## config.mk

```make
export PLATFORM = sky130hd
export DESIGN_NAME = qaa_isqrt
export DESIGN_NICKNAME = d
export VERILOG_FILES = /design/src/rtl/qaa_pkg.sv /design/src/rtl/qaa_isqrt.sv
export SDC_FILE = /design/constraint.sdc
export NUM_CORES = 1
export LEC_CHECK = 0
export BUFFER_PORTS_ARGS = -buffer_cell sky130_fd_sc_hd__buf_2
export CORE_ASPECT_RATIO = 0.7
export CORE_MARGIN = 2
export CORE_UTILIZATION = 55
export DETAILED_ROUTE_END_ITERATION = 6
export GPL_TIMING_DRIVEN = 0
export PLACE_DENSITY = 0.71
export SETUP_SLACK_MARGIN = 0.3
export SKIP_LAST_GASP = 1
export SYNTH_ARGS = -nofsm -noshare
export SYNTH_HDL_FRONTEND = slang
export SYNTH_SLANG_ARGS = --single-unit
export TNS_END_PERCENT = 30
```

## constraint.sdc

```tcl
create_clock -name clock -period 3 [get_ports clock]
set_input_delay 0.3 -clock clock [delete_from_list [all_inputs] [get_ports clock]]
set_output_delay 0.3 -clock clock [all_outputs]
set_load 0.005 [all_outputs]
```

## src/rtl/qaa_pkg.sv

```systemverilog
// Shared constants, types and step functions of the quaternion to axis-angle converter.
package qaa_pkg;

   // Fixed-point format of the quaternion and axis words.
   localparam int FRAC_BITS = 14;
   localparam int WORD_W    = 16;
   localparam logic signed [WORD_W-1:0] ONE_Q     = 16'sd16384;
   localparam logic signed [WORD_W-1:0] NEG_ONE_Q = -16'sd16384;
   localparam logic [14:0] THRESH_RESET = 15'd164;

   // Integer square root unit: two radicand bits per stage.
   localparam int SQ_RAD_W  = 34;
   localparam int SQ_ROOT_W = SQ_RAD_W / 2;
   localparam int SQ_REM_W  = SQ_ROOT_W + 4;
   localparam int SQRT_LAT  = SQ_ROOT_W;

   // Rounding divider lane: one quotient bit per stage.
   localparam int DIV_NUM_W = WORD_W + FRAC_BITS;
   localparam int DIV_DEN_W = SQ_ROOT_W;
   localparam int DIV_REM_W = DIV_DEN_W + 1;
   localparam int DIV_LAT   = DIV_NUM_W;
   localparam int DIV_RES_W = DIV_NUM_W + 1;

   // CORDIC vectoring unit.
   localparam int CORDIC_STEPS = 16;
   localparam int CORDIC_LAT   = CORDIC_STEPS + 1;
   localparam int CD_W         = 34;
   localparam int ANG_W        = 20;
   localparam int WORK_SHIFT   = 30 - FRAC_BITS;
   localparam logic signed [ANG_W-1:0] HALF_PI_Q16 = 20'sd102944;
   localparam logic [WORD_W-1:0] ANGLE_MAX = 16'd51472;

   // Pipeline layout of the top level.
   localparam int NORM_LEN  = 3 + SQRT_LAT + DIV_LAT;
   localparam int AXIS_LEN  = 3 + SQRT_LAT + DIV_LAT;
   localparam int TOTAL_LAT = NORM_LEN + AXIS_LEN;
   localparam int SINE_TAP  = 2 + SQRT_LAT;
   localparam int ANG_DLY   = DIV_LAT - CORDIC_LAT;

   typedef struct packed {
      logic signed [WORD_W-1:0] w;
      logic signed [WORD_W-1:0] x;
      logic signed [WORD_W-1:0] y;
      logic signed [WORD_W-1:0] z;
   } quat_type;

   typedef struct packed {
      quat_type q;
      logic     norm;
   } side_type;

   typedef struct packed {
      logic [SQ_REM_W-1:0]  rem;
      logic [SQ_ROOT_W-1:0] root;
   } sq_step_type;

   typedef struct packed {
      logic [DIV_REM_W-1:0] rem;
      logic                 qbit;
   } div_step_type;

   typedef struct packed {
      logic signed [CD_W-1:0]  x;
      logic signed [CD_W-1:0]  y;
      logic signed [ANG_W-1:0] a;
   } cordic_type;

   // One digit of the restoring square root.
   function automatic sq_step_type sqrt_step(logic [SQ_REM_W-1:0] rem,
                                             logic [SQ_ROOT_W-1:0] root,
                                             logic [1:0] pair);
      logic [SQ_REM_W-1:0] cur;
      logic [SQ_REM_W-1:0] trial;
      sq_step_type r;
      cur   = {rem[SQ_REM_W-3:0], pair};
      trial = {2'b00, root, 2'b01};
      if (cur >= trial) begin
         r.rem  = cur - trial;
         r.root = {root[SQ_ROOT_W-2:0], 1'b1};
      end else begin
         r.rem  = cur;
         r.root = {root[SQ_ROOT_W-2:0], 1'b0};
      end
      return r;
   endfunction

   // One bit of the restoring division.
   function automatic div_step_type div_step(logic [DIV_REM_W-1:0] rem,
                                             logic [DIV_DEN_W-1:0] den,
                                             logic nbit);
      logic [DIV_REM_W-1:0] cur;
      div_step_type r;
      cur = {rem[DIV_REM_W-2:0], nbit};
      if (cur >= {1'b0, den}) begin
         r.rem  = cur - {1'b0, den};
         r.qbit = 1'b1;
      end else begin
         r.rem  = cur;
         r.qbit = 1'b0;
      end
      return r;
   endfunction

   // Arctangent of 2^-i in units of 2^-16 rad.
   function automatic logic signed [ANG_W-1:0] atan_q16(int i);
      logic signed [ANG_W-1:0] v;
      unique case (i)
         0:       v = 20'sd51472;
         1:       v = 20'sd30386;
         2:       v = 20'sd16055;
         3:       v = 20'sd8150;
         4:       v = 20'sd4091;
         5:       v = 20'sd2047;
         6:       v = 20'sd1024;
         7:       v = 20'sd512;
         8:       v = 20'sd256;
         9:       v = 20'sd128;
         10:      v = 20'sd64;
         11:      v = 20'sd32;
         12:      v = 20'sd16;
         13:      v = 20'sd8;
         14:      v = 20'sd4;
         default: v = 20'sd2;
      endcase
      return v;
   endfunction

endpackage

```

## src/rtl/qaa_isqrt.sv

```systemverilog
// Pipelined integer square root, one root bit per stage.
module qaa_isqrt (
   input  logic                           clock,
   input  logic                           adv,
   input  logic [qaa_pkg::SQ_RAD_W-1:0]   rad_i,
   output logic [qaa_pkg::SQ_ROOT_W-1:0]  root_o
);
   import qaa_pkg::*;

   logic [SQ_RAD_W-1:0]  rad_ff  [SQRT_LAT];
   logic [SQ_REM_W-1:0]  rem_ff  [SQRT_LAT];
   logic [SQ_ROOT_W-1:0] root_ff [SQRT_LAT];
   logic [SQ_REM_W-1:0]  rem_in  [SQRT_LAT];
   logic [SQ_ROOT_W-1:0] root_in [SQRT_LAT];
   logic [SQ_RAD_W-1:0]  rad_in  [SQRT_LAT];

   // Each stage takes the next pair of radicand bits.
   always_comb begin
      logic [SQ_RAD_W-1:0]  p_rad;
      logic [SQ_REM_W-1:0]  p_rem;
      logic [SQ_ROOT_W-1:0] p_root;
      sq_step_type st;
      for (int k = 0; k < SQRT_LAT; k++) begin
         if (k == 0) begin
            p_rad  = rad_i;
            p_rem  = '0;
            p_root = '0;
         end else begin
            p_rad  = rad_ff[k-1];
            p_rem  = rem_ff[k-1];
            p_root = root_ff[k-1];
         end
         st         = sqrt_step(p_rem, p_root, p_rad[SQ_RAD_W-1-2*k -: 2]);
         rad_in[k]  = p_rad;
         rem_in[k]  = st.rem;
         root_in[k] = st.root;
      end
   end

   always_ff @(posedge clock) begin
      if (adv) begin
         rad_ff  <= rad_in;
         rem_ff  <= rem_in;
         root_ff <= root_in;
      end
   end

   assign root_o = root_ff[SQRT_LAT-1];

endmodule

```

# --- Yosys cells after proc, flatten, opt, wreduce, memory -nomap -nowiden ---
# Index checks and enable logic that the tools add are counted.
totals:
  reg_bits: 849
  in_bits: 36
  out_inout_bits: 17
  word_cells: 100
op_classes:
  addsub: 16
  n_lt_le_gt_ge: 17
  n_mux: 17
op_table:
  columns: ["cell", "count"]
  rows:
  - ["36-bit 2-to-1 mux", 15]
  - ["21-bit by 19-bit >= comparator with 1-bit output", 16]
  - ["19-bit subtractor", 15]
  - ["19-bit 2-to-1 mux", 1]
  - ["2-bit by 1-bit subtractor with 3-bit output (second input constant)", 1]
  - ["2-bit by 1-bit >= comparator with 1-bit output (second input constant)", 1]
  - ["1-bit 2-to-1 mux", 1]

# --- Longest topological paths before layout ---
logic_depth:
  word_depth: 2
  mapped_depth: 13
  depth_no_buf: 11

# --- Worst setup path after synthesis ---
# Ideal clock, no wire load.
synth_path:
  path_kind: "register to register"
  from: "register rem_ff[63] (netlist bit)"
  to: "register rem_ff[49] (netlist bit) (data pin)"
  setup_ps: 256
  arrival_time_ps: 2423
  required_ps: 2744
  path_slack_ps: 321
  path_stages_with_launch: 9
  path_buffers: 1
  synth_period_minus_slack_ps: 2679
  cell_sequence: "edfxtp_1 -> ha_1 -> o21a_1 -> o21a_1 -> or4_4 -> a2111oi_4 -> o21ai_4 -> buf_2 -> a31o_2"
synth_lines:
  columns: ["element", "line", "text"]
  rows:
  - ["start, declared", "qaa_isqrt.sv:11", "logic [SQ_REM_W-1:0] rem_ff [SQRT_LAT];"]
  - ["start signal, assigned", "qaa_isqrt.sv:43", "rem_ff <= rem_in;"]

==> impl_metrics.yaml <==
detailed_routing:
  avgViaCountPerCell: 5.62
  drt_pass1_iterations: 6
  post_drt_wl_per_cell_um: 18.5
  vias: 20062
  totalWireLength_um: 65900
  drcViolationCount: 0
  ant_nets: 0
  first_iter_violations: 1698
power:
  total_power_w: 0.0264
  comb_power_share: 0.182
  seq_power_share: 0.489
  intPower_w: 0.0193
  netSwitchingFraction: 0.268
  power.density_mw_per_mm2: 681
  p_leak_nw: 14.9
  p_switching_w: 0.00707
  p_clk_frac: 0.329
  ir_drop_mv: 0.595
grt:
  grt_pass1_wl_um: 102000
  grt_max_degree: 92
  overflow: 0
  grt_use_total: 0.210
  first_global_vias: 18870
  antenna_found_initial: 0
worst_setup_path:
  critical_path_class: "flop to flop"
  crit_fanout: 7
  cp-start-kind: "flop"
  worstPathArrival_ns: 3.23
  cp-end-kind: "flop"
  critical_path_required_ns: 3.37
sta:
  tns_ns: 0
  rsz0062_at_grt: "true"
  relSlewSlack: 0.529
  fmax_mhz: 349
  fin_crit_ns: 2.87
  setup_viol: 0
  worstMarginPinSlew_ns: 0.700
  final.period_utilization: 0.955
  fin_worst_skew_ns: 0.0294
  finalHoldViolCount: 0
  slew_violations: 0
  fin_hold_ws_ns: 0.120
placement:
  dpl-instance-area_sq_mm: 0.0344
  gp_congestion: 0.944
  dp_cells: 3335
  dp_hpwl_um: 44100
  port_buffers: 52
yosys:
  ys.flop_type: "edfxtp_1"
  synth_compound_area_frac: 0.0871
  synth_adder_area_share: 0.0650
  ys_seq_area_frac: 0.645
  netlist_instances: 2478
  synth.largest_area_cell: "edfxtp_1"
  synth_area_leaders: "edfxtp_1 64%, ha_1 6.5%, xnor2_1 3.1%"
  synthDistinctLibCells: 80
  avgSynthCellArea_sq_um: 13.3
  synthArstFlopShare: 0
  synth_xor_area_frac: 0.0567
  syn-num-nets: 2685
  ys_seq_elements: 707
  synth_top_area_share: 0.645
  synth-simple-area-share: 0.0978
  netlist_area_sq_mm: 0.0329
  ys_warn_count: 0
  muxShareOfSynthArea: 0.0160
  synth_top_family_by_area: "simple AND/OR/NAND/NOR gates"
  synth_edf_count: 707
cts:
  clk_latency_ns: 0.63
  cts_htree_levels: 3
  clockRootBuffer: "clkbuf_16"
  clkSinkCount: 707
  cts_tree: "yes"
  clkTransAtPathRegs_ns: 0.06
  cts.path.max_buffers: 3
  cts_buffers: 69
floorplanning:
  coreArea_sq_mm: 0.0588
  die-area_sq_mm: 0.0619
  die_width_um: 296
  rows: 74
  start_util: 0.560
  die_h_um: 209
  io_pins: 53
layout:
  final_common_cell: "edfxtp_1"
  antenna_cells: 0
  fin_cells: 3567
  nNetsFinal: 2922
  fin_area_sq_mm: 0.0388
  drive_above_1_share: 0.166
  synthToLayoutAreaGrowth_pct: 17.8
  final_cell_mix: "707 x edfxtp_1, 206 x inv_1, 179 x nor2_1, 138 x ha_1, 136 x a21oi_1"
run:
  maxCapViolCount: 0
worst_hold_path:
  min_path_type: "input port to flop"
outcome:
  outcome: "complete, no violations"
path summary, 6_finish.rpt:
| path | startpoint | endpoint | slack [ns] | cells after the start |
|---|---|---|---|---|
| worst max-delay path | root_ff[51] | rem_ff[45] | 0.13 | 10 |
| worst min-delay path | adv | rad_ff[545] | 0.12 | 1 |
| worst max register to register | root_ff[51] | rem_ff[45] | 0.13 | 10 |
| worst min register to register | rad_ff[212] | rad_ff[178] | 0.41 | 0 |
final cells by class:
type	instances	area (sq um)
sequential	707	21200
fill	4145	20000
multi-input combinational	1511	11600
clock buffer	84	1780
timing repair buffer	165	1480
tap	798	998
inverter	209	790
clock inverter	41	488
buffer	52	424
power groups by stage:
stage	sequential [W]	clock (W)	combinational, W
after floorplan	0.0128	0	0.00301
after global placement	0.0132	0	0.00390
after detailed placement	0.0131	0	0.00406
after CTS	0.0129	0.00890	0.00439
after global routing	0.0130	0.00930	0.00528
final	0.0129	0.00868	0.00482
metal layers:
metal	share of wire	track usage	vias to the layer above
met1	0.51	0.343	9724
met3	0.074	0.0529	86
li1	-	-	9666
met4	0.016	0.0397	0
met2	0.40	0.281	586
met5	0	0	-
cell families after synthesis:
logic type	count (synthesis)
fa+ha+maj	171
other cells	1
xor+xnor	213
mux	47
simple gates	626
flops	707
compound gates	452
buf+inv	261
Yosys cell counts (12+ instances only):
library cell / count
buf_2: 14
edfxtp_1: 707
nor4_1: 32
nand2b_1: 27
ha_1: 171
a21o_1: 45
a31oi_1: 19
and2_1: 12
nor2b_1: 24
a21oi_1: 149
nand4_1: 20
nand3_1: 41
clkbuf_1: 18
or4_1: 18
o31ai_1: 13
o21ai_0: 91
nor2_1: 188
xnor2_1: 117
nand2_1: 108
mux2_2: 39
or3_1: 23
xor2_1: 96
nor3_1: 73
buf_4: 18
o211ai_1: 15
o21a_1: 45
inv_1: 208
sequential cells by signal, summed over array words and instances, names as in the netlist:
signal / flops
root_o: 17
root_ff: 136
rad_ff: 272
rem_ff: 282
metrics by stage:
| step | utilization | worst slack [ns] |
|---|---|---|
| 6_report | 0.659 | 0.134 |
| 5_1_grt | 0.659 | 0.0496 |
| 4_1_cts | 0.640 | 0.154 |
| 3_5_place_dp | 0.585 | -0.849 |
| 3_3_place_gp | 0.581 | -8.74 |
| 2_1_floorplan | - | 0.321 |
critical path, cell delays in order (launching register included):
cell	delay, ns
edfxtp_1	0.40
inv_2	0.09
ha_4	0.20
o21a_1	0.12
o21a_1	0.21
or4_4	0.49
a2111oi_4	0.35
buf_4	0.19
o21ai_4	0.14
buf_8	0.24
o21a_1	0.18
what timing repair did:
item                       CTS  global route
setup endpoints to repair  326           281
hold buffers                35             0
gates cloned                 8             1
hold endpoints to repair    35             0
resized for setup           90           150
buffers inserted            14            49
pin swaps                   17            35
(Power assumes the default switching activity.)
