### src/rtl/qaa_pkg.sv
// Shared constants, types and step functions of the quaternion to axis-angle converter.
package qaa_pkg;

   // Fixed-point format of the quaternion and axis words.
   localparam int FRAC_BITS = 14;
   localparam int WORD_W    = 16;
   localparam logic signed [WORD_W-1:0] ONE_Q     = 16'sd16384;
   localparam logic signed [WORD_W-1:0] NEG_ONE_Q = -16'sd16384;
   localparam logic [14:0] THRESH_RESET = 15'd164;

   // Integer square root unit: two radicand bits per stage.
   localparam int SQ_RAD_W  = 34;
   localparam int SQ_ROOT_W = SQ_RAD_W / 2;
   localparam int SQ_REM_W  = SQ_ROOT_W + 4;
   localparam int SQRT_LAT  = SQ_ROOT_W;

   // Rounding divider lane: one quotient bit per stage.
   localparam int DIV_NUM_W = WORD_W + FRAC_BITS;
   localparam int DIV_DEN_W = SQ_ROOT_W;
   localparam int DIV_REM_W = DIV_DEN_W + 1;
   localparam int DIV_LAT   = DIV_NUM_W;
   localparam int DIV_RES_W = DIV_NUM_W + 1;

   // CORDIC vectoring unit.
   localparam int CORDIC_STEPS = 16;
   localparam int CORDIC_LAT   = CORDIC_STEPS + 1;
   localparam int CD_W         = 34;
   localparam int ANG_W        = 20;
   localparam int WORK_SHIFT   = 30 - FRAC_BITS;
   localparam logic signed [ANG_W-1:0] HALF_PI_Q16 = 20'sd102944;
   localparam logic [WORD_W-1:0] ANGLE_MAX = 16'd51472;

   // Pipeline layout of the top level.
   localparam int NORM_LEN  = 3 + SQRT_LAT + DIV_LAT;
   localparam int AXIS_LEN  = 3 + SQRT_LAT + DIV_LAT;
   localparam int TOTAL_LAT = NORM_LEN + AXIS_LEN;
   localparam int SINE_TAP  = 2 + SQRT_LAT;
   localparam int ANG_DLY   = DIV_LAT - CORDIC_LAT;

   typedef struct packed {
      logic signed [WORD_W-1:0] w;
      logic signed [WORD_W-1:0] x;
      logic signed [WORD_W-1:0] y;
      logic signed [WORD_W-1:0] z;
   } quat_type;

   typedef struct packed {
      quat_type q;
      logic     norm;
   } side_type;

   typedef struct packed {
      logic [SQ_REM_W-1:0]  rem;
      logic [SQ_ROOT_W-1:0] root;
   } sq_step_type;

   typedef struct packed {
      logic [DIV_REM_W-1:0] rem;
      logic                 qbit;
   } div_step_type;

   typedef struct packed {
      logic signed [CD_W-1:0]  x;
      logic signed [CD_W-1:0]  y;
      logic signed [ANG_W-1:0] a;
   } cordic_type;

   // One digit of the restoring square root.
   function automatic sq_step_type sqrt_step(logic [SQ_REM_W-1:0] rem,
                                             logic [SQ_ROOT_W-1:0] root,
                                             logic [1:0] pair);
      logic [SQ_REM_W-1:0] cur;
      logic [SQ_REM_W-1:0] trial;
      sq_step_type r;
      cur   = {rem[SQ_REM_W-3:0], pair};
      trial = {2'b00, root, 2'b01};
      if (cur >= trial) begin
         r.rem  = cur - trial;
         r.root = {root[SQ_ROOT_W-2:0], 1'b1};
      end else begin
         r.rem  = cur;
         r.root = {root[SQ_ROOT_W-2:0], 1'b0};
      end
      return r;
   endfunction

   // One bit of the restoring division.
   function automatic div_step_type div_step(logic [DIV_REM_W-1:0] rem,
                                             logic [DIV_DEN_W-1:0] den,
                                             logic nbit);
      logic [DIV_REM_W-1:0] cur;
      div_step_type r;
      cur = {rem[DIV_REM_W-2:0], nbit};
      if (cur >= {1'b0, den}) begin
         r.rem  = cur - {1'b0, den};
         r.qbit = 1'b1;
      end else begin
         r.rem  = cur;
         r.qbit = 1'b0;
      end
      return r;
   endfunction

   // Arctangent of 2^-i in units of 2^-16 rad.
   function automatic logic signed [ANG_W-1:0] atan_q16(int i);
      logic signed [ANG_W-1:0] v;
      unique case (i)
         0:       v = 20'sd51472;
         1:       v = 20'sd30386;
         2:       v = 20'sd16055;
         3:       v = 20'sd8150;
         4:       v = 20'sd4091;
         5:       v = 20'sd2047;
         6:       v = 20'sd1024;
         7:       v = 20'sd512;
         8:       v = 20'sd256;
         9:       v = 20'sd128;
         10:      v = 20'sd64;
         11:      v = 20'sd32;
         12:      v = 20'sd16;
         13:      v = 20'sd8;
         14:      v = 20'sd4;
         default: v = 20'sd2;
      endcase
      return v;
   endfunction

endpackage

### src/rtl/qaa_cordic.sv
// Pipelined CORDIC vectoring unit giving the rotation angle 2*acos(w).
module qaa_cordic (
   input  logic                              clock,
   input  logic                              adv,
   input  logic signed [qaa_pkg::WORD_W-1:0] cos_i,
   input  logic [qaa_pkg::SQ_ROOT_W-1:0]     sin_i,
   output logic [qaa_pkg::WORD_W-1:0]        angle_o
);
   import qaa_pkg::*;

   cordic_type cd_ff [CORDIC_LAT];
   cordic_type cd_in [CORDIC_LAT];
   logic signed [CD_W-1:0]  x0;
   logic signed [CD_W-1:0]  y0;
   logic signed [ANG_W-1:0] a_fin;
   logic [ANG_W-1:0]        t_fin;

   assign x0 = CD_W'(cos_i) <<< WORK_SHIFT;
   assign y0 = $signed(CD_W'(sin_i)) <<< WORK_SHIFT;

   // A negative cosine is pre-rotated by a quarter turn, then the micro-rotations follow.
   always_comb begin
      cordic_type p;
      logic signed [CD_W-1:0] dx;
      logic signed [CD_W-1:0] dy;
      if (x0[CD_W-1]) begin
         cd_in[0].x = y0;
         cd_in[0].y = -x0;
         cd_in[0].a = HALF_PI_Q16;
      end else begin
         cd_in[0].x = x0;
         cd_in[0].y = y0;
         cd_in[0].a = '0;
      end
      for (int k = 1; k < CORDIC_LAT; k++) begin
         p  = cd_ff[k-1];
         dx = p.y >>> (k - 1);
         dy = p.x >>> (k - 1);
         if (!p.y[CD_W-1] && (p.y != '0)) begin
            cd_in[k].x = p.x + dx;
            cd_in[k].y = p.y - dy;
            cd_in[k].a = p.a + atan_q16(k - 1);
         end else begin
            cd_in[k].x = p.x - dx;
            cd_in[k].y = p.y + dy;
            cd_in[k].a = p.a - atan_q16(k - 1);
         end
      end
   end

   always_ff @(posedge clock) begin
      if (adv) begin
         cd_ff <= cd_in;
      end
   end

   // Clamp at zero, round to Q3.13 and clamp at 2*pi.
   assign a_fin = cd_ff[CORDIC_LAT-1].a;
   assign t_fin = ANG_W'((a_fin + 20'sd2) >>> 2);

   always_comb begin
      if (a_fin[ANG_W-1]) begin
         angle_o = '0;
      end else if (t_fin > ANG_W'(ANGLE_MAX)) begin
         angle_o = ANGLE_MAX;
      end else begin
         angle_o = t_fin[WORD_W-1:0];
      end
   end

endmodule

### config.mk
export PLATFORM = sky130hd
export DESIGN_NAME = qaa_cordic
export DESIGN_NICKNAME = d
export VERILOG_FILES = /design/src/rtl/qaa_pkg.sv /design/src/rtl/qaa_cordic.sv
export SDC_FILE = /design/constraint.sdc
export NUM_CORES = 2
export LEC_CHECK = 0
export BUFFER_PORTS_ARGS = -buffer_cell sky130_fd_sc_hd__buf_4
export CAP_MARGIN = 40
export CORE_MARGIN = 2
export CORE_UTILIZATION = 48
export CTS_BUF_LIST = sky130_fd_sc_hd__clkbuf_4 sky130_fd_sc_hd__clkbuf_8
export DETAILED_ROUTE_END_ITERATION = 8
export GPL_ROUTABILITY_DRIVEN = 0
export GPL_TIMING_DRIVEN = 0
export PLACE_DENSITY = 0.65
export REMOVE_ABC_BUFFERS = 1
export SYNTH_ARGS = -nofsm -noshare
export SYNTH_HDL_FRONTEND = slang
export SYNTH_SLANG_ARGS = --single-unit
### constraint.sdc
create_clock -name clock -period 6.3 [get_ports clock]
set_input_delay 0.315 -clock clock [delete_from_list [all_inputs] [get_ports clock]]
set_output_delay 0.315 -clock clock [all_outputs]
set_load 0.01 [all_outputs]
======== Yosys cells after proc, flatten, opt, wreduce, memory -nomap -nowiden ========
Cells that the tools add are included.
cells by class
  order comparisons ....................... 1
  add/sub/neg operators ................... 93
  muxes and demuxes ....................... 51
  reductions and logical operators ........ 48
operator list
  operator                                        count
  88-bit two-way mux                              15
  20-bit two-way mux                              33
  34-bit nonzero test                             16
  20-bit adder                                    16
  20-bit subtractor                               16
  85-bit two-way mux                              1
  34-bit by 20-bit adder with 34-bit output       2
  34-bit by 21-bit adder with 34-bit output       2
  34-bit by 22-bit adder with 34-bit output       2
  34-bit by 23-bit adder with 34-bit output       2
  34-bit by 24-bit adder with 34-bit output       2
  34-bit by 25-bit adder with 34-bit output       2
  34-bit by 26-bit adder with 34-bit output       2
  34-bit by 27-bit adder with 34-bit output       2
  34-bit by 28-bit adder with 34-bit output       2
  34-bit by 29-bit adder with 34-bit output       2
  34-bit by 30-bit adder with 34-bit output       2
  34-bit by 31-bit adder with 34-bit output       2
  34-bit by 32-bit adder with 34-bit output       2
  34-bit by 33-bit adder with 34-bit output       2
  34-bit by 20-bit subtractor with 34-bit output  2
  34-bit by 21-bit subtractor with 34-bit output  2
  34-bit by 22-bit subtractor with 34-bit output  2
  34-bit by 23-bit subtractor with 34-bit output  2
  other kinds (18)                                60
word-level totals
  logic and storage cells ................. 243
  output and inout port bits .............. 16
  input bits .............................. 35
  flip-flop bits (word level) ............. 1394

======== Depth between registers and ports, before layout ========
  depth in word-level cells ............... 5
  depth in mapped cells ................... 27
  mapped depth without buffers ............ 25

======== Worst setup path before layout ========
Ideal clock, no wire load.
  kind .................................... register to register
  start ................................... register cd_ff[908] in the netlist's numbering
  end ..................................... register cd_ff[878] in the netlist's numbering (data pin)
  data required time ...................... 6.038 ns
  setup slack ............................. -0.406 ns
  cell stages (with the launch flop) ...... 25
  period minus slack after synthesis ...... 6.706 ns
  buffers on the path ..................... 2
  arrival time ............................ 6.444 ns
  setup time .............................. 0.262 ns
  cell sequence ........................... edfxtp_1 nor4_1 nand3_1 or4_1 nor3_1 nand2_1 or4_1 nor2b_1 clkbuf_1 clkinv_1 clkbuf_1 o41ai_1 xnor2_1 ha_1 a21o_1 a21oi_1 nor3b_1 a2111oi_0 o41ai_1 a21oi_1 a2111oi_0 nor3_1 a2111oi_0 a21oi_1 xor2_1
RTL lines
  element                   RTL line          source
  start: declaration        qaa_cordic.sv:11  cordic_type cd_ff [CORDIC_LAT];
  start signal: assignment  qaa_cordic.sv:53  cd_ff <= cd_in;

==> flow_summary.yaml <==
critical_path:
  cp_top_family: "simple AND/OR/NAND/NOR gates"
  critical-path-max-stage-delay_ns: 0.57
  critPathArrivalTime_ns: 7.38
  worstSetupPathType: "flop to flop"
  crit_path_top_delay_cell: "or4_4"
  crit_buf_inv: 3
  cpMostUsedCell: "or3_4"
  worst_setup_path_end_kind: "flop"
  rr_worst_depth: 25
  worstPathMaxFanout: 4
  crit_required_ns: 6.99
  r2r-end: "cd_ff[757]$_DFFE_PP_"
  worstSetupStartpointType: "flop"
  r2r_slack_ns: -0.40
  reg2reg_from: "cd_ff[827]$_DFFE_PP_"
layout:
  syn_to_final_growth_pct: 12.95
  stdcell_count: 13290
  drive_gt1_share_pct: 9.752
  design_area_um2: 109100
  final_nets: 11600
synth:
  ys_seq_elements: 1166
  netlist_area_um2: 96630
  synth.area.top_cells: "edfxtp_1 (36%), ha_1 (14%), xnor2_1 (9.2%)"
  synth_top_cell_area_share_pct: 36.24
  synth_cells: 10010
  seq_area_frac_synth_pct: 36.24
  synth_most_common_cell: "edfxtp_1"
  ys_warn_count: 0
  ys_types: 89
  syn_avg_cell_area_um2: 9.655
  synth-edff-count: 1166
  netlist_top_cells_count: "edfxtp_1 (1,166), ha_1 (1,061), xnor2_1 (1,012), a21oi_1 (868), nor2_1 (728)"
  synth_largest_area_cell: "edfxtp_1"
  ys.flop_type: "edfxtp_1"
  synthArstFlopShare_pct: 0
timing:
  min_period_over_period_pct: 106.3
  finClkSkew_ns: 0.06520
  finalCriticalPeriod_ns: 6.697
  setup_viol: 19
  max_freq_mhz: 149.3
  worstMarginPinSlew_ns: 1.075
  fin_setup_tns_ns: -3.765
  slew_headroom_pct: 28.31
  finalHoldViolations: 0
  setup_slack_ns: -0.3967
  rsz0062_at_grt: "true"
  slew_viol_final: 0
worst_hold_path:
  hold_end: "cd_ff[1494]$_SDFFCE_PN0P_"
  whs_path_depth: 3
  hold_path_class: "input port to flop"
  worstHoldStart: "sin_i[16]"
route:
  ant_nets: 0
  drc_errors: 0
  vias: 78050
  drt_iter0_drc: 6636
  viasPerCell: 5.871
  wl_per_cell_um: 18.71
  dr.pass1.iters: 5
  routed_wl_um: 248800
status:
  status: "finished with violations"
  violations: "setup timing"
floorplan:
  die_w_um: 452.7
  ios: 51
  core_area_um2: 199900
  die_height_um: 452.7
  dieArea_um2: 204900
  num_rows: 164
  start_util_pct: 48.35
place:
  dp.cells: 12630
  portBuffers: 50
  place_area_um2: 100600
  place_hpwl_um: 186200
  place_ws_ns: -2.855
cts:
  clk_pin_slew_worst_paths_ns: 0.07
  cts_buffer_depth: 3
  cts_sinks: 1166
  cts_tree: "built"
  htree_levels: 4
  clock_latency_ns: 0.97
  root_buffer: "clkbuf_8"
  cts_buffers: 204
grt:
  antenna_found_initial: 2
  grt_start_max_net_pins: 194
  track_usage_pct: 23.36
  grt_pass1_wl_um: 392500
  grt_pass1_vias: 75040
  grt_overflow: 0
flow_run:
  cap_violations: 0
==> metrics by stage <==
step,hold WS (ns),utilization (%)
floorplan,0.4003,-
global placement,0.4013,49.96
detailed placement,0.4045,50.34
CTS,0.1010,53.84
global route,0.1587,54.61
finish,0.2070,54.61
==> cells by family after synthesis <==
logic type,after synthesis,synth area share (%)
adder cells (fa/ha/maj),1098,14.50
flip-flops,1166,36.24
buffers and inverters,688,2.702
multiplexers,79,0.8611
XOR/XNOR,1474,13.36
AND/OR/NAND/NOR,2703,13.82
other,1,0.003881
AO/OA/AOI/OAI,2799,18.51
==> layout by cell type (no fill, tap or decap), drive strengths merged, types with 33 or more instances in the layout <==
cell type and instances:
fa 37, dlygate4sd3 65, or3 114, or2 68
xnor2 1012, nand2 586, nand3 200, mux2i 46
or4 77, clkinv 92, o211ai 55, buf 292
ha 1061, and2 46, a21boi 52, o21ai 545
a21oi 870, a31o 36, a21o 347, nor4 111
conb 43, mux2 33, nor2b 121, o41ai 60
nor3 281, o31ai 175, nand2b 145, xor2 462
edfxtp 1166, o21bai 130, inv 528, nand4 59
a211oi 73, a31oi 79, and3 72, o21a 119
nor2 728, clkbuf 249
==> worst reg2reg max path, cell delays in order, from the launching register on <==
cell,delay (ns)
edfxtp_1,0.44
or4_4,0.57
or3_4,0.35
or4_4,0.43
or3_4,0.35
or3_4,0.35
or3_4,0.38
nand4bb_4,0.22
nor2b_4,0.25
clkinv_8,0.14
nor2_4,0.04
a21o_1,0.18
inv_1,0.07
ha_1,0.22
nor2b_4,0.14
o31ai_4,0.22
a21oi_2,0.12
o41a_1,0.38
a311o_1,0.40
a31oi_4,0.26
o21bai_4,0.10
a221oi_2,0.23
buf_4,0.18
o2111ai_2,0.14
a21oi_2,0.20
xnor2_2,0.09
==> registers in the layout, summed over array words and instances, names as in the netlist <==
register,flops
cd_ff,1147
a_fin,19
==> layout make-up <==
cell class                 count  area [um2]
fill                       17510       90720
multi-input combinational   8199       60780
sequential                  1166       35010
timing repair buffer         364        3560
tap                         2656        3323
clock buffer                 248        3138
inverter                     527        2062
clock inverter               124        1196
timing repair inverter         6       62.56
antenna                        4       10.01
==> worst max path at each step <==
stage                         startpoint              endpoint  slack, ns  depth (start not counted)
floorplan           cd_ff[908]$_DFFE_PP_  cd_ff[878]$_DFFE_PP_      -0.62                         22
global placement                     adv    a_fin[1]$_DFFE_PP_      -5.56                          1
detailed placement  cd_ff[908]$_DFFE_PP_  cd_ff[878]$_DFFE_PP_      -2.85                         23
CTS                 cd_ff[827]$_DFFE_PP_  cd_ff[757]$_DFFE_PP_      -0.36                         26
global route        cd_ff[827]$_DFFE_PP_  cd_ff[757]$_DFFE_PP_      -0.54                         26
finish              cd_ff[827]$_DFFE_PP_  cd_ff[757]$_DFFE_PP_      -0.40                         25
==> what timing repair did <==
item	CTS	global route
resized for setup	227	165
hold buffers	65	0
pin swaps	96	91
cloned	7	5
endpoints found under the setup margin	283	147
buffers inserted	127	92
endpoints found under the hold margin	166	0
==> layer usage <==
metal  vias up  part of all wire (%)  GRT usage, %  wire length, um
li1      38130                     -             -                -
met1     37280                    44         30.32           108700
met2      2220                    48         40.13           119000
met3       433                   5.6         3.254            13870
met4         0                   2.9         7.276             7263
met5         -                     0             0                0
Power is not shown: default switching activity piles up to over one toggle a cycle in this logic, so the estimate is an artifact.
