--- src/rtl/qaa_pkg.sv ---
// Shared constants, types and step functions of the quaternion to axis-angle converter.
package qaa_pkg;

   // Fixed-point format of the quaternion and axis words.
   localparam int FRAC_BITS = 14;
   localparam int WORD_W    = 16;
   localparam logic signed [WORD_W-1:0] ONE_Q     = 16'sd16384;
   localparam logic signed [WORD_W-1:0] NEG_ONE_Q = -16'sd16384;
   localparam logic [14:0] THRESH_RESET = 15'd164;

   // Integer square root unit: two radicand bits per stage.
   localparam int SQ_RAD_W  = 34;
   localparam int SQ_ROOT_W = SQ_RAD_W / 2;
   localparam int SQ_REM_W  = SQ_ROOT_W + 4;
   localparam int SQRT_LAT  = SQ_ROOT_W;

   // Rounding divider lane: one quotient bit per stage.
   localparam int DIV_NUM_W = WORD_W + FRAC_BITS;
   localparam int DIV_DEN_W = SQ_ROOT_W;
   localparam int DIV_REM_W = DIV_DEN_W + 1;
   localparam int DIV_LAT   = DIV_NUM_W;
   localparam int DIV_RES_W = DIV_NUM_W + 1;

   // CORDIC vectoring unit.
   localparam int CORDIC_STEPS = 16;
   localparam int CORDIC_LAT   = CORDIC_STEPS + 1;
   localparam int CD_W         = 34;
   localparam int ANG_W        = 20;
   localparam int WORK_SHIFT   = 30 - FRAC_BITS;
   localparam logic signed [ANG_W-1:0] HALF_PI_Q16 = 20'sd102944;
   localparam logic [WORD_W-1:0] ANGLE_MAX = 16'd51472;

   // Pipeline layout of the top level.
   localparam int NORM_LEN  = 3 + SQRT_LAT + DIV_LAT;
   localparam int AXIS_LEN  = 3 + SQRT_LAT + DIV_LAT;
   localparam int TOTAL_LAT = NORM_LEN + AXIS_LEN;
   localparam int SINE_TAP  = 2 + SQRT_LAT;
   localparam int ANG_DLY   = DIV_LAT - CORDIC_LAT;

   typedef struct packed {
      logic signed [WORD_W-1:0] w;
      logic signed [WORD_W-1:0] x;
      logic signed [WORD_W-1:0] y;
      logic signed [WORD_W-1:0] z;
   } quat_type;

   typedef struct packed {
      quat_type q;
      logic     norm;
   } side_type;

   typedef struct packed {
      logic [SQ_REM_W-1:0]  rem;
      logic [SQ_ROOT_W-1:0] root;
   } sq_step_type;

   typedef struct packed {
      logic [DIV_REM_W-1:0] rem;
      logic                 qbit;
   } div_step_type;

   typedef struct packed {
      logic signed [CD_W-1:0]  x;
      logic signed [CD_W-1:0]  y;
      logic signed [ANG_W-1:0] a;
   } cordic_type;

   // One digit of the restoring square root.
   function automatic sq_step_type sqrt_step(logic [SQ_REM_W-1:0] rem,
                                             logic [SQ_ROOT_W-1:0] root,
                                             logic [1:0] pair);
      logic [SQ_REM_W-1:0] cur;
      logic [SQ_REM_W-1:0] trial;
      sq_step_type r;
      cur   = {rem[SQ_REM_W-3:0], pair};
      trial = {2'b00, root, 2'b01};
      if (cur >= trial) begin
         r.rem  = cur - trial;
         r.root = {root[SQ_ROOT_W-2:0], 1'b1};
      end else begin
         r.rem  = cur;
         r.root = {root[SQ_ROOT_W-2:0], 1'b0};
      end
      return r;
   endfunction

   // One bit of the restoring division.
   function automatic div_step_type div_step(logic [DIV_REM_W-1:0] rem,
                                             logic [DIV_DEN_W-1:0] den,
                                             logic nbit);
      logic [DIV_REM_W-1:0] cur;
      div_step_type r;
      cur = {rem[DIV_REM_W-2:0], nbit};
      if (cur >= {1'b0, den}) begin
         r.rem  = cur - {1'b0, den};
         r.qbit = 1'b1;
      end else begin
         r.rem  = cur;
         r.qbit = 1'b0;
      end
      return r;
   endfunction

   // Arctangent of 2^-i in units of 2^-16 rad.
   function automatic logic signed [ANG_W-1:0] atan_q16(int i);
      logic signed [ANG_W-1:0] v;
      unique case (i)
         0:       v = 20'sd51472;
         1:       v = 20'sd30386;
         2:       v = 20'sd16055;
         3:       v = 20'sd8150;
         4:       v = 20'sd4091;
         5:       v = 20'sd2047;
         6:       v = 20'sd1024;
         7:       v = 20'sd512;
         8:       v = 20'sd256;
         9:       v = 20'sd128;
         10:      v = 20'sd64;
         11:      v = 20'sd32;
         12:      v = 20'sd16;
         13:      v = 20'sd8;
         14:      v = 20'sd4;
         default: v = 20'sd2;
      endcase
      return v;
   endfunction

endpackage

--- src/rtl/qaa_div_lane.sv ---
// One divider lane: rounded signed quotient q * 2^FRAC_BITS / den, one bit per stage.
module qaa_div_lane (
   input  logic                                 clock,
   input  logic                                 adv,
   input  logic signed [qaa_pkg::WORD_W-1:0]    num_i,
   input  logic [qaa_pkg::DIV_DEN_W-1:0]        den_i,
   output logic signed [qaa_pkg::DIV_RES_W-1:0] quo_o
);
   import qaa_pkg::*;

   logic [DIV_NUM_W-1:0] m_ff   [DIV_LAT];
   logic [DIV_DEN_W-1:0] den_ff [DIV_LAT];
   logic [DIV_REM_W-1:0] rem_ff [DIV_LAT];
   logic [DIV_NUM_W-1:0] quo_ff [DIV_LAT];
   logic                 neg_ff [DIV_LAT];
   logic [DIV_NUM_W-1:0] m_in   [DIV_LAT];
   logic [DIV_DEN_W-1:0] den_in [DIV_LAT];
   logic [DIV_REM_W-1:0] rem_in [DIV_LAT];
   logic [DIV_NUM_W-1:0] quo_in [DIV_LAT];
   logic                 neg_in [DIV_LAT];
   logic [WORD_W-1:0]    mag;
   logic [DIV_NUM_W-1:0] m_start;

   // Magnitude of the scaled numerator plus half the divisor for rounding.
   assign mag     = num_i[WORD_W-1] ? WORD_W'(-num_i) : WORD_W'(num_i);
   assign m_start = {mag, {FRAC_BITS{1'b0}}}
                  + DIV_NUM_W'(den_i[DIV_DEN_W-1:1]);

   always_comb begin
      logic [DIV_NUM_W-1:0] p_m;
      logic [DIV_DEN_W-1:0] p_den;
      logic [DIV_REM_W-1:0] p_rem;
      logic [DIV_NUM_W-1:0] p_quo;
      logic                 p_neg;
      div_step_type st;
      for (int k = 0; k < DIV_LAT; k++) begin
         if (k == 0) begin
            p_m   = m_start;
            p_den = den_i;
            p_rem = '0;
            p_quo = '0;
            p_neg = num_i[WORD_W-1];
         end else begin
            p_m   = m_ff[k-1];
            p_den = den_ff[k-1];
            p_rem = rem_ff[k-1];
            p_quo = quo_ff[k-1];
            p_neg = neg_ff[k-1];
         end
         st        = div_step(p_rem, p_den, p_m[DIV_NUM_W-1-k]);
         m_in[k]   = p_m;
         den_in[k] = p_den;
         rem_in[k] = st.rem;
         quo_in[k] = {p_quo[DIV_NUM_W-2:0], st.qbit};
         neg_in[k] = p_neg;
      end
   end

   always_ff @(posedge clock) begin
      if (adv) begin
         m_ff   <= m_in;
         den_ff <= den_in;
         rem_ff <= rem_in;
         quo_ff <= quo_in;
         neg_ff <= neg_in;
      end
   end

   // Restore the sign of the numerator.
   assign quo_o = neg_ff[DIV_LAT-1] ? -$signed({1'b0, quo_ff[DIV_LAT-1]})
                                    :  $signed({1'b0, quo_ff[DIV_LAT-1]});

endmodule

--- config.mk ---
export PLATFORM = sky130hd
export DESIGN_NAME = qaa_div_lane
export DESIGN_NICKNAME = d
export VERILOG_FILES = /design/src/rtl/qaa_pkg.sv /design/src/rtl/qaa_div_lane.sv
export SDC_FILE = /design/constraint.sdc
export NUM_CORES = 2
export LEC_CHECK = 0
export BUFFER_PORTS_ARGS = -buffer_cell sky130_fd_sc_hd__buf_4
export CORE_UTILIZATION = 56
export DETAILED_ROUTE_END_ITERATION = 10
export HOLD_SLACK_MARGIN = 0.06
export PLACE_DENSITY = 0.69
export RECOVER_POWER = 25
export REMOVE_ABC_BUFFERS = 1
export SLEW_MARGIN = 0
export SYNTH_ARGS = -nofsm -noshare
export SYNTH_HDL_FRONTEND = slang
export SYNTH_SLANG_ARGS = --single-unit
export TNS_END_PERCENT = 100
--- constraint.sdc ---
create_clock -name clock -period 4.9 [get_ports clock]
set_input_delay 0.735 -clock clock [delete_from_list [all_inputs] [get_ports clock]]
set_output_delay 0.735 -clock clock [all_outputs]
set_load 0.05 [all_outputs]
Word-level counts from Yosys, hierarchy flattened --
Index checks and enable logic that the tools add are counted.
Storage, ports and cells: register bits 1916, input bits 35, output and inout port bits 31
Cells by class: add/sub/neg operators 32, muxes and demuxes 32, magnitude comparators 30
Operator list (count):
- >= comparator 18 x 17 -> 1 bit | 29
- two-way mux 18 bit | 28
- subtractor 17 bit | 28
- two-way mux 31 bit | 1
- negation 30 -> 31 bit | 1
- adder 30 x 16 -> 30 bit | 1
- >= comparator 1 x 17 -> 1 bit | 1
- subtractor 1 x 17 -> 17 bit | 1
- two-way mux 16 bit | 1
- negation 16 bit | 1
- two-way mux 2 bit | 1
- two-way mux 1 bit | 1

Logic depth before layout (Yosys ltp) --
depth after elaboration 5, depth in mapped cells 15, depth with buffers taken out 15

Worst setup path before layout --
Ideal clock, no wire load.
kind input to register, start point input num_i[3] (netlist bit), end point register rem_ff[532] (netlist bit) (data pin), setup slack 1.045 ns, arrival 3.581 ns, stages on the path 12, setup time 0.274 ns, path through or3_1 clkbuf_1 or3_1 o41ai_1 xor2_1 nor3b_1 a32oi_1 ha_1 clkinv_1 o21ai_1 clkbuf_1 nor4_1
On the way: word-level cells in the longest chain between the ends 4
RTL lines:
- start, declared | line qaa_div_lane.sv:5 | input logic signed [qaa_pkg::WORD_W-1:0] num_i,
- negation 16 bit | line qaa_div_lane.sv:25 | assign mag = num_i[WORD_W-1] ? WORD_W'(-num_i) : WORD_W'(num_i);
- two-way mux 16 bit * | line qaa_div_lane.sv:25
- adder 30 x 16 -> 30 bit * | line qaa_div_lane.sv:27 | + DIV_NUM_W'(den_i[DIV_DEN_W-1:1]);
- subtractor 1 x 17 -> 17 bit / >= comparator 1 x 17 -> 1 bit (equally long branches) | line qaa_pkg.sv:95, qaa_pkg.sv:94
- end signal, assigned | line qaa_div_lane.sv:63 | rem_ff <= rem_in;
- end, declared | line qaa_div_lane.sv:13 | logic [DIV_REM_W-1:0] rem_ff [DIV_LAT];
Mark *: on every way between the ends. The rest lies on a longest branch, timed or not. A chain may end at the register's enable or synchronous reset.

Worst setup path after layout --
start point register quo_ff[7] (netlist bit), end point output quo_o[29] (netlist bit)
On the way: word-level cells in the longest chain between the ends 2
RTL lines:
- start, declared | line qaa_div_lane.sv:14 | logic [DIV_NUM_W-1:0] quo_ff [DIV_LAT];
- start signal, assigned | line qaa_div_lane.sv:64 | quo_ff <= quo_in;
- negation 30 -> 31 bit | line qaa_div_lane.sv:70 | assign quo_o = neg_ff[DIV_LAT-1] ? -$signed({1'b0, quo_ff[DIV_LAT-1]})
- two-way mux 31 bit | line qaa_div_lane.sv:70
- end, declared | line qaa_div_lane.sv:7 | output logic signed [qaa_pkg::DIV_RES_W-1:0] quo_o
Every way passes these cells.

==> impl_metrics.ini <==
[floorplan]
die_y_um = 380.3
core-area_um2 = 141800
die-area_um2 = 144600
io_pins = 66
die_w_um = 380.3
rows = 138
start_util_pct = 56.54

[route]
ant_nets = 0
drt-total-wl_um = 164300
routedWlPerCell_um = 18.64
drc_errors = 0
drtPass1Iterations = 6
via_count = 50720
routed_via_density = 5.751
drtIter0Drc = 3810

[finish]
antenna_cells = 0
final_cell_mix = edfxtp_1 (1601), inv_1 (644), nand2_1 (618), o21ai_0 (602), ha_1 (499)
nets = 7357
layout_commonest_cell = edfxtp_1
final_layout_size_suffix_gt1_share_pct = 6.725
utilization_pct = 62.62
synthToLayoutAreaGrowth_pct = 10.75
fillers = 10800

[timing]
finalSetupViolCount = 0
clock_skew_ns = 0.03734
min_period_ns = 4.423
rsz0062_at_grt = false
layout_setup_ws_ns = 0.4773
final.setup.tns_ns = 0
fin_crit_sh_pct = 90.26
finalMaxSlewViolations = 0
max-slew-margin-rel_pct = 20.55
max_freq_mhz = 226.1
tightest_slew_ns = 1.192
hold_viol = 0

[synthesis]
ys.flop_type = edfxtp_1
synth_cell_type_count = 75
yosys_warnings = 0
synth_area_per_cell_um2 = 12.04
ys_top_cells_by_area = edfxtp_1 (60%), ha_1 (7.8%), o21ai_0 (3.8%)
synth_top_area_cell = edfxtp_1
ys_ff_latch = 1601
netlist_area_um2 = 80150
synth_edf_count = 1601
yosysSeqAreaShare_pct = 59.98
synth_cells = 6657
synth_top_area_share_pct = 59.98
async_reset_ff_share_pct = 0

[global_routing]
grt.total_usage_pct = 22.46
antenna_found_initial = 2
grt_pass1_vias = 49190
grt_pass1_wl_um = 260300
grt_max_degree = 143
overflow = 0

[setup_path]
worstReg2RegEnd = rem_ff[264]$_DFFE_PP_
cp_max_fo = 5
crit_type = flop to output port
reg2reg_depth = 8
critPathRequiredTime_ns = 4.16
cp-start-kind = flop
cp-end-kind = output port
cp_slowest_cell = or4_4
cp.arrival_ns = 3.69
ff2ff_setup_slack_ns = 1.35
cp_cell_sequence = or4_4, or4_4, or3_4, or3_4, o31ai_2, xnor2_1, buf_4
slowest_delay_ns = 0.57
rr_startpoint = den_ff[255]$_DFFE_PP_

[placement]
pre_cts_ws_ns = 0.5610
dp_hpwl_um = 120300
place_congestion = 0.8990
portBuffers = 65

[clock_network]
cts_resized = 0
cts_buffers = 166
cts-root-buf = clkbuf_16
postCtsSetupBuffers = 0
cts_sinks = 1601
cts_tree = yes
ctsHoldBuffers = 0
clk_path_buf_depth = 3
insertion_delay_ns = 0.79
cts_htree_levels = 4
clk_pin_slew_worst_paths_ns = 0.06

[hold_path]
min_from = den_i[13]
worstHoldEndpoint = m_ff[882]$_DFFE_PP_
min_path_cells = 1
holdCritPathClass = input pin to flop

[pwr]
ir_worst_vdd_mv = 0.3280
clockPowerShare_pct = 22.4
switchingPower_mw = 20.77
power_frac_comb_pct = 40.0
p_sw_share_pct = 36.54
p_int_mw = 36.08
p_per_area_nw_per_um2 = 640.5
pwr-share-seq_pct = 37.7
leakagePower_nw = 34.75

[flow_run]
drv_cap = 0

[status]
outcome = complete, no violations
==> worst max-delay path: cells and delay by family, from the launching register on <==
kind                      cells  cell delay, ns
and+or+nand+nor               4            1.81
xor gates and xnor gates      1            0.15
DFF                           1            0.46
buffers and inverters         1            0.22
AOI/OAI and AO/OA             1            0.27
==> layout make-up <==
class	count	area [um^2]	area share, %
clock inverter	105	1266	1.426
clock buffer	198	4295	4.839
timing repair buffer	121	1050	1.183
tap	1890	2365	2.664
sequential	1601	48080	54.16
multi-input combinational	4258	29290	32.99
inverter	646	2425	2.732
==> flip-flops by register name, summed over array words and instances (netlist names) <==
signal  count
neg_ff     30
den_ff    192
m_ff      421
quo_ff    465
rem_ff    493
==> through the flow <==
stage / cells / area [um^2] / hold slack (ns) / power [mW]
3_3_place_gp: 8516 / 83240 / 0.4000 / 43.65
6_report: 8819 / 88760 / 0.1583 / 56.85
3_5_place_dp: 8516 / 83240 / 0.4045 / 44.05
4_1_cts: 8819 / 88810 / 0.08432 / 57.01
5_1_grt: 8819 / 88760 / 0.1226 / 60.61
2_1_floorplan: 6505 / 79570 / 0.4003 / 37.53
==> power groups by stage <==
stage,logic [mW],registers [mW],clock network (mW)
2_1_floorplan,16.8,20.7,0
3_3_place_gp,22.0,21.7,0
3_5_place_dp,22.4,21.7,0
4_1_cts,22.5,21.4,13.0
5_1_grt,25.4,21.7,13.5
6_report,22.7,21.4,12.7
==> routing by layer <==
metal	vias to the layer above	wire, um	global-route usage (%)
met5	-	0	0
met4	0	5427	7.833
met3	315	6591	2.838
met2	1145	79460	37.97
met1	24210	72870	29.91
li1	25050	-	-
==> cell families (layout without fill, tap and decap cells) <==
family,Yosys count,count (layout),synth area share [%]
muxes,91,91,1.235
buffers and inverters,798,1070,3.756
DFF,1601,1601,59.98
AOI/OAI and AO/OA,1700,1700,13.44
xor gates and xnor gates,333,333,3.639
adders and majority gates,528,528,8.514
and+or+nand+nor,1606,1606,9.434
==> Yosys cell counts, types with 15 or more instances <==
cell type / number
o31ai_1: 87
mux2i_1: 28
a31oi_1: 38
xnor2_1: 184
o21bai_1: 21
mux2_2: 63
a211oi_1: 73
nor2_1: 316
nor3_1: 71
o21ai_0: 602
nand2b_1: 72
o32ai_1: 16
a21boi_0: 18
o221ai_1: 17
a211o_1: 15
a2111oi_0: 27
a21o_1: 141
nand3_1: 143
a21oi_1: 348
fa_1: 29
clkbuf_1: 142
and2_1: 46
and3_1: 64
o311ai_0: 36
inv_1: 644
or4_1: 23
edfxtp_1: 1601
nand2_1: 618
a41o_1: 17
o22ai_1: 16
o21a_1: 78
nor2b_1: 83
xor2_1: 149
nand4_1: 42
ha_1: 499
o41ai_1: 19
nor4_1: 38
or3_1: 43
==> worst max-delay path by stage <==
stage / startpoint / cells after the start / end / slack (ns)
2_1_floorplan: num_i[3] / 11 / rem_ff[523]$_SDFFCE_PN0P_ / 0.85
3_3_place_gp: num_i[1] / 14 / rem_ff[532]$_SDFFCE_PN0P_ / 0.58
3_5_place_dp: num_i[3] / 12 / rem_ff[538]$_SDFFCE_PN0P_ / 0.56
4_1_cts: quo_ff[7]$_DFFE_PP_ / 7 / quo_o[29] / 0.42
5_1_grt: quo_ff[7]$_DFFE_PP_ / 7 / quo_o[24] / 0.33
6_report: quo_ff[7]$_DFFE_PP_ / 7 / quo_o[29] / 0.48
Note: power is estimated with default switching activity, not from simulation.
